### config.mk
export PLATFORM = sky130hd
export DESIGN_NAME = wildcard_star_matcher_core
export DESIGN_NICKNAME = d
export VERILOG_FILES = /design/src/rtl/core/wsm_pkg.sv /design/src/rtl/core/wsm_csr.sv /design/src/rtl/core/wsm_cell.sv /design/src/rtl/core/wsm_closure.sv /design/src/rtl/core/wildcard_star_matcher_core.sv
export SDC_FILE = /design/constraint.sdc
export NUM_CORES = 1
export LEC_CHECK = 0
export ABC_AREA = 1
export BUFFER_PORTS_ARGS = -buffer_cell sky130_fd_sc_hd__buf_2
export CAP_MARGIN = 10
export CORE_ASPECT_RATIO = 1.2
export CORE_MARGIN = 2
export CORE_UTILIZATION = 30
export CTS_CLUSTER_DIAMETER = 150
export DETAILED_ROUTE_END_ITERATION = 12
export SLEW_MARGIN = 20
export SYNTH_ARGS = -nofsm -noshare
export SYNTH_HDL_FRONTEND = slang
export SYNTH_SLANG_ARGS = --single-unit
### constraint.sdc
create_clock -name clock -period 9.23 [get_ports clock]
set_clock_uncertainty 0.2 [all_clocks]
set_input_delay 0.923 -clock clock [delete_from_list [all_inputs] [get_ports clock]]
set_output_delay 0.923 -clock clock [all_outputs]
set_load 0.02 [all_outputs]
### src/rtl/core/wsm_pkg.sv
// ----------------------------------------------------------------------------
// wsm_pkg: shared types and constants of the wildcard star matcher
// Pattern geometry, register map codes, config bundle and the case fold.
// ----------------------------------------------------------------------------
package wsm_pkg;

   localparam int PATTERN_MAX = 32;               // pattern positions, 4..32
   localparam int VEC_W       = PATTERN_MAX + 1;  // active position vector
   localparam int LEN_W       = 6;
   localparam int CHAR_W      = 8;
   localparam int CHAR_WORDS  = 4;
   localparam int CSR_DATA_W  = 64;
   localparam int CHARS_W     = CHAR_WORDS * CSR_DATA_W;
   localparam int CSR_ADDR_W  = 6;
   localparam int REG_IDX_W   = 3;

   localparam logic [CHAR_W-1:0] STAR_CHAR    = 8'h2A;
   localparam logic [CHAR_W-1:0] UPPER_A      = 8'h41;
   localparam logic [CHAR_W-1:0] UPPER_Z      = 8'h5A;
   localparam logic [CHAR_W-1:0] CASE_OFFSET  = 8'h20;

   typedef enum logic [REG_IDX_W-1:0] {
      REG_PATTERN_LEN = 3'd0,
      REG_CHARS_0     = 3'd1,
      REG_CHARS_1     = 3'd2,
      REG_CHARS_2     = 3'd3,
      REG_CHARS_3     = 3'd4
   } reg_index_type;

   typedef struct packed {
      logic [LEN_W-1:0]   len;
      logic [CHARS_W-1:0] chars;
   } cfg_type;

   // ASCII letter folding: upper case maps onto lower case
   function automatic logic [CHAR_W-1:0] fold_char(input logic [CHAR_W-1:0] c);
      logic [CHAR_W-1:0] r;
      r = c;
      if (c >= UPPER_A && c <= UPPER_Z) begin
         r = c + CASE_OFFSET;
      end
      return r;
   endfunction

endpackage

### src/rtl/core/wsm_csr.sv
// ----------------------------------------------------------------------------
// wsm_csr: configuration registers
// APB-style register file holding pattern length and pattern characters.
// ----------------------------------------------------------------------------
module wsm_csr
   import wsm_pkg::*;
(
   input  logic                  clock,
   input  logic                  reset,
   input  logic                  psel,
   input  logic                  penable,
   input  logic                  pwrite,
   input  logic [CSR_ADDR_W-1:0] paddr,
   input  logic [CSR_DATA_W-1:0] pwdata,
   output logic [CSR_DATA_W-1:0] prdata,
   output logic                  pready,
   output cfg_type               cfg_o
);

   logic [LEN_W-1:0]      len_ff;
   logic [CSR_DATA_W-1:0] chars_ff [CHAR_WORDS];
   logic                  wr_en;
   reg_index_type         reg_idx;

   assign pready  = 1'b1;
   assign wr_en   = psel & penable & pwrite;
   assign reg_idx = reg_index_type'(paddr[CSR_ADDR_W-1:CSR_ADDR_W-REG_IDX_W]);

   always_ff @(posedge clock) begin
      if (reset) begin
         len_ff <= '0;
         for (int w = 0; w < CHAR_WORDS; w++) begin
            chars_ff[w] <= '0;
         end
      end else if (wr_en) begin
         unique case (reg_idx)
            REG_PATTERN_LEN: len_ff      <= pwdata[LEN_W-1:0];
            REG_CHARS_0:     chars_ff[0] <= pwdata;
            REG_CHARS_1:     chars_ff[1] <= pwdata;
            REG_CHARS_2:     chars_ff[2] <= pwdata;
            REG_CHARS_3:     chars_ff[3] <= pwdata;
            default: ;
         endcase
      end
   end

   always_comb begin
      unique case (reg_idx)
         REG_PATTERN_LEN: prdata = {{(CSR_DATA_W-LEN_W){1'b0}}, len_ff};
         REG_CHARS_0:     prdata = chars_ff[0];
         REG_CHARS_1:     prdata = chars_ff[1];
         REG_CHARS_2:     prdata = chars_ff[2];
         REG_CHARS_3:     prdata = chars_ff[3];
         default:         prdata = '0;
      endcase
   end

   assign cfg_o.len   = len_ff;
   assign cfg_o.chars = {chars_ff[3], chars_ff[2], chars_ff[1], chars_ff[0]};

endmodule

### src/rtl/core/wsm_cell.sv
// ----------------------------------------------------------------------------
// wsm_cell: one pattern position
// Holds the active bit of its position and matches one pattern character.
// ----------------------------------------------------------------------------
module wsm_cell
   import wsm_pkg::*;
(
   input  logic              clock,
   input  logic              reset,
   input  logic [CHAR_W-1:0] pat_char_i,   // pattern char in front of this position
   input  logic [CHAR_W-1:0] value_char_i,
   input  logic              enable_i,     // position lies within pattern length
   input  logic              src_prev_i,   // neighbor's bit before the step
   input  logic              src_self_i,   // own bit before the step
   input  logic              load_i,
   input  logic              next_i,
   output logic              gen_o,        // set by the character itself
   output logic              prop_o,       // star: carries the neighbor forward
   output logic              act_o
);

   logic is_star;
   logic char_eq;
   logic act_ff;
   logic act_in;

   assign is_star = (pat_char_i == STAR_CHAR);
   assign char_eq = (fold_char(pat_char_i) == fold_char(value_char_i));

   assign gen_o  = enable_i & (is_star ? src_self_i : (src_prev_i & char_eq));
   assign prop_o = enable_i & is_star;

   assign act_in = load_i ? next_i : act_ff;

   always_ff @(posedge clock) begin
      if (reset) begin
         act_ff <= 1'b0;
      end else begin
         act_ff <= act_in;
      end
   end

   assign act_o = act_ff;

endmodule

### src/rtl/core/wsm_closure.sv
// ----------------------------------------------------------------------------
// wsm_closure: star closure across the position row
// Prefix scan of generate/propagate pairs, log depth over the row.
// ----------------------------------------------------------------------------
module wsm_closure
   import wsm_pkg::*;
(
   input  logic [VEC_W-1:0] gen_i,
   input  logic [VEC_W-1:0] prop_i,
   output logic [VEC_W-1:0] vec_o
);

   localparam int SCAN_LEVELS = $clog2(VEC_W);

   always_comb begin
      logic [VEC_W-1:0] g;
      logic [VEC_W-1:0] p;
      logic [VEC_W-1:0] gn;
      logic [VEC_W-1:0] pn;
      g = gen_i;
      p = prop_i;
      for (int lvl = 0; lvl < SCAN_LEVELS; lvl++) begin
         gn = g;
         pn = p;
         for (int i = (1 << lvl); i < VEC_W; i++) begin
            gn[i] = g[i] | (p[i] & g[i - (1 << lvl)]);
            pn[i] = p[i] & p[i - (1 << lvl)];
         end
         g = gn;
         p = pn;
      end
      vec_o = g;
   end

endmodule

### src/rtl/core/wildcard_star_matcher_core.sv
// ----------------------------------------------------------------------------
// wildcard_star_matcher_core: streamed glob match with '*' wildcard
// Case-insensitive whole-string match of a character stream against the
// configured pattern, using a row of position cells.
// ----------------------------------------------------------------------------
//  channel | direction | handshake           | payload
//  --------+-----------+---------------------+----------------------------------
//  req     | in        | req_valid/req_stall | value_char, first/last, empty
//  rsp     | out       | rsp_valid/rsp_stall | matched
//  csr     | in/out    | psel/penable/pready | 64-bit registers at 8*index
//
//  One character per cycle while req_stall is low; a result appears in the cycle
//  after the transaction that ends a value and sits in the output register until taken.
//  All positions of the cell row step together.
//  Synchronous active-high reset clears the active positions, the config registers and rsp_valid.
//  req_stall rises only for a value-ending transaction while an earlier
//  result is still stalled in the output register.
// ----------------------------------------------------------------------------
module wildcard_star_matcher_core
   import wsm_pkg::*;
(
   input  logic                  clock,
   input  logic                  reset,
   // input transaction
   input  logic                  req_valid,
   output logic                  req_stall,
   input  logic [CHAR_W-1:0]     req_value_char,
   input  logic                  req_first_char,
   input  logic                  req_last_char,
   input  logic                  req_empty_value,
   // result transaction
   output logic                  rsp_valid,
   input  logic                  rsp_stall,
   output logic                  rsp_matched,
   // configuration
   input  logic                  psel,
   input  logic                  penable,
   input  logic                  pwrite,
   input  logic [CSR_ADDR_W-1:0] paddr,
   input  logic [CSR_DATA_W-1:0] pwdata,
   output logic [CSR_DATA_W-1:0] prdata,
   output logic                  pready
);

   cfg_type          cfg;
   logic [LEN_W-1:0] eff_len;

   logic [VEC_W-1:0] act;          // current active positions
   logic [VEC_W-1:0] enable;       // position within pattern
   logic [VEC_W-1:0] prop;         // star in front of position
   logic [VEC_W-1:0] start_gen;
   logic [VEC_W-1:0] start_vec;    // restart vector: position 0 plus star run
   logic [VEC_W-1:0] src;          // vector the character steps from
   logic [VEC_W-1:0] step_gen;
   logic [VEC_W-1:0] step_vec;     // vector after the character
   logic [VEC_W-1:0] next_vec;

   logic req_accept;
   logic gives_result;
   logic restart;
   logic match_bit;

   logic act0_ff;
   logic act0_in;
   logic rsp_valid_ff;
   logic rsp_valid_in;
   logic rsp_matched_ff;
   logic rsp_matched_in;

   // ---------------------------------------------------------------- config
   wsm_csr u_csr (
      .clock   (clock),
      .reset   (reset),
      .psel    (psel),
      .penable (penable),
      .pwrite  (pwrite),
      .paddr   (paddr),
      .pwdata  (pwdata),
      .prdata  (prdata),
      .pready  (pready),
      .cfg_o   (cfg)
   );

   // lengths above the row size clip to the row size
   assign eff_len = (cfg.len > LEN_W'(PATTERN_MAX)) ? LEN_W'(PATTERN_MAX) : cfg.len;

   // -------------------------------------------------------------- handshake
   assign gives_result = req_last_char | req_empty_value;
   // non-ending transactions pass even while a result waits downstream
   assign req_stall    = rsp_valid_ff & rsp_stall & gives_result;
   assign req_accept   = req_valid & ~req_stall;
   assign restart      = req_first_char | req_empty_value;

   // ------------------------------------------------------------ cell row
   assign enable[0]    = 1'b0;
   assign prop[0]      = 1'b0;
   assign step_gen[0]  = 1'b0;      // no character ever lands on position 0
   assign act[0]       = act0_ff;
   assign start_gen    = {{(VEC_W-1){1'b0}}, 1'b1};

   assign src      = restart ? start_vec : act;
   assign next_vec = req_empty_value ? start_vec : step_vec;

   for (genvar k = 1; k < VEC_W; k++) begin : g_cell
      assign enable[k] = (LEN_W'(k) <= eff_len);

      wsm_cell u_cell (
         .clock        (clock),
         .reset        (reset),
         .pat_char_i   (cfg.chars[(k-1)*CHAR_W +: CHAR_W]),
         .value_char_i (req_value_char),
         .enable_i     (enable[k]),
         .src_prev_i   (src[k-1]),
         .src_self_i   (src[k]),
         .load_i       (req_accept),
         .next_i       (next_vec[k]),
         .gen_o        (step_gen[k]),
         .prop_o       (prop[k]),
         .act_o        (act[k])
      );
   end

   // restart closure depends on the pattern alone
   wsm_closure u_start_closure (
      .gen_i  (start_gen),
      .prop_i (prop),
      .vec_o  (start_vec)
   );

   // stars carry freshly reached positions forward in the same step
   wsm_closure u_step_closure (
      .gen_i  (step_gen),
      .prop_i (prop),
      .vec_o  (step_vec)
   );

   // position 0 is only ever set by an empty value's restart
   assign act0_in = req_accept ? next_vec[0] : act0_ff;

   always_ff @(posedge clock) begin
      if (reset) begin
         act0_ff <= 1'b0;
      end else begin
         act0_ff <= act0_in;
      end
   end

   // ---------------------------------------------------------- result stage
   assign match_bit = next_vec[eff_len];

   always_comb begin
      rsp_valid_in   = rsp_valid_ff & rsp_stall;
      rsp_matched_in = rsp_matched_ff;
      if (req_accept & gives_result) begin
         rsp_valid_in   = 1'b1;
         rsp_matched_in = match_bit;
      end
   end

   always_ff @(posedge clock) begin
      if (reset) begin
         rsp_valid_ff <= 1'b0;
      end else begin
         rsp_valid_ff <= rsp_valid_in;
      end
   end

   always_ff @(posedge clock) begin
      rsp_matched_ff <= rsp_matched_in;
   end

   assign rsp_valid   = rsp_valid_ff;
   assign rsp_matched = rsp_matched_ff;

endmodule

==> flow_summary.toml <==
[floorplanning]
ios = 156
core_um2 = 84900
dieHeight_um = 325
initial_core_util_pct = 30.3
row_count = 117
die_area_um2 = 88200
die_w_um = 271

[critical_path]
r2r_end = "rsp_matched"
crit_required_ps = 9290
crit_top_cell = "nand2_1"
crit_fanout = 12
reg2reg_setup_slack_ps = 3560
crit_start = "u_csr.len_ff[5]"
r2r_start = "u_csr.len_ff[5]"
worstSetupPathType = "flop to flop"
start_kind = "flop"
crit_arrival_ps = 5740
critPathSlowestCell = "nor2_2"
slowest_delay_ps = 780
endpoint_kind = "flop"
worst_r2r_path_depth = 28

[logic_synthesis]
ys_top_cells_by_count = "nand2_1, nor2_1, inv_1, nand3_1, edfxtp_1"
syn_area_per_cell_um2 = 6.49
async_flop_share_pct = 0
syn-num-nets = 4089
ys_ff_latch = 297
synth_ff_type = "edfxtp_1"
synth.most_common_cell = "nand2_1"
ys_seq_area_share_pct = 33.1
synth_warnings = 0
syn_area_um2 = 25800
ys_types = 61
synth_top_area_share_pct = 30.0
synth_area_leaders = "edfxtp_1, nand2_1, nor2_1"
yosysTopAreaCell = "edfxtp_1"
synth-edff-count = 257
synth_cells = 3968

[worst_hold_path]
holdPathEnd = "g_cell[20].u_cell.act_o"
min_from = "g_cell[20].u_cell.act_o"
hold_path_depth = 2
hold_class = "flop to flop"

[clock_network]
cts_buffer_depth = 3
cts.hold.buffers_added = 0
clk_latency_ps = 590
post-cts-setup-buffer-count = 0
clockRootBuffer = "clkbuf_16"
path_clk_slew_ps = 70
cts_resized = 0
cts_tree = "built"
cts_buffers = 35
htreeDepth = 2
cts.sinks = 297

[drt]
antenna_left = 0
drt_iter0_markers = 2571
wl_per_cell_um = 21.9
dr.pass1.iters = 7
wirelength_um = 115000
vias = 27300
via_per_inst = 5.21
drc = 0

[cells_and_area]
seqCellArea_um2 = 8520
nFillCells = 9364
final_nets = 4207
post-route-util_pct = 34.2
drive_gt1_share_pct = 9.85
synthToLayoutAreaGrowth_pct = 12.8
n_antenna_cell = 0
finalInstanceArea_um2 = 29000
multi_input_area_um2 = 14700

[grt]
grt.total_usage_pct = 25.3
grt_pass1_vias = 26000
grt_pass1_wl_um = 167000
overflow = 0
grt_antenna_before_repair = 2
grt_max_degree = 65

[sta]
setup_slack_ps = 3560
max_freq_ghz = 0.176
tns_ps = 0
drv_slew = 0
worst_slew_pin_slew_ps = 1170
min_period_ps = 5670
setup_viol = 0
relSlewSlack_pct = 21.7
hold_viol = 0
rsz0062_at_grt = "no"
period_share_pct = 61.5

[place]
dpl-instance-area_um2 = 27900
dp_hpwl_um = 87000
gp_congestion = 1.06
post-place-ws_ps = 3420
port_buffers = 151

[run_status]
outcome = "finished, final reports clean"

[power]
p_per_area_nw_per_um2 = 131
total_leakage_power_nw = 13.5
total_power_w = 0.00379
peakVddDrop_v = 0.0000925

[flow_run]
cap_violations = 0
## state kept, by name (all words and copies together) (netlist names)
| register | cells |
|---|---|
| u_csr.chars_ff | 256 |
| g_cell.u_cell.act_o | 32 |
| u_csr.len_ff | 6 |
| act0_ff | 1 |
| rsp_matched | 1 |
| rsp_valid | 1 |
## layout make-up
cell class	instances	share of cell area, %
repair buffers	197	3.88
clock buffers	40	3.23
inverters	553	7.17
well taps	1130	4.87
clock inverters	21	0.784
multi-input cells	3002	50.7
flip-flops and latches	297	29.3
## cells by family (layout without fill, tap and decap cells)
| family | count (synthesis) | after routing | share of synthesized area (%) |
|---|---|---|---|
| simple gates | 2492 | 2492 | 42.0 |
| compound gates | 337 | 337 | 8.45 |
| fa+ha+maj | 33 | 33 | 1.60 |
| buf+inv | 669 | 811 | 10.1 |
| other cells | 1 | 1 | 0.0146 |
| xor+xnor | 139 | 139 | 4.73 |
| flops | 297 | 297 | 33.1 |
## cell usage in the layout (no fill, tap or decap), drive strengths merged, types with 3 or more instances in the layout
cell / instances
nand3b: 38
clkbuf: 40
xor2: 90
o221ai: 3
dfxtp: 40
nand4: 74
a21boi: 5
o21ai: 91
clkinv: 15
nand2b: 4
ha: 33
nor2: 716
o211ai: 7
a221o: 45
a221oi: 3
clkinvlp: 5
nand2: 1203
o2111ai: 14
bufinv: 4
o22ai: 48
nand3: 335
a21oi: 106
or2: 12
edfxtp: 257
nor4: 13
nor3b: 17
buf: 197
o21bai: 9
inv: 550
xnor2: 49
nor3: 74
## worst max-delay path: cells and delay by family (launching register included)
family                 cells  cell delay, ps
flip-flops                 1             450
AO/OA/AOI/OAI              1             120
AND/OR/NAND/NOR           26            4470
buffers and inverters      1              90
## metal layers
metal | vias to the layer above | wire (um) | GRT usage [%]
li1 | 13000 | - | -
met1 | 12800 | 45500 | 30.7
met2 | 1158 | 54300 | 42.6
met3 | 307 | 8010 | 3.42
met4 | 2 | 7120 | 14.9
met5 | - | 13 | 0
## per-stage QoR
stage               instances  hold slack (ps)
floorplan                3968              237
global placement         5178              260
detailed placement       5178              261
CTS                      5239              272
global route             5240              299
finish                   5240              278
## where the power goes
part	internal, W	switching [W]	total [W]
Sequential	0.00154	0.000101	0.00164
Combinational	0.000213	0.000473	0.000687
Clock	0.000846	0.000623	0.00147
Total	0.00260	0.00120	0.00379
## worst max path at each step
stage	depth (start not counted)	to	slack, ps
4_1_cts	28	rsp_matched	3730
3_5_place_dp	31	rsp_matched	3420
2_1_floorplan	4	u_csr.chars_ff[0][0]	2140
3_3_place_gp	31	rsp_matched	3430
6_report	28	rsp_matched	3560
5_1_grt	28	rsp_matched	3300
Power figures use the tool's default switching activity.
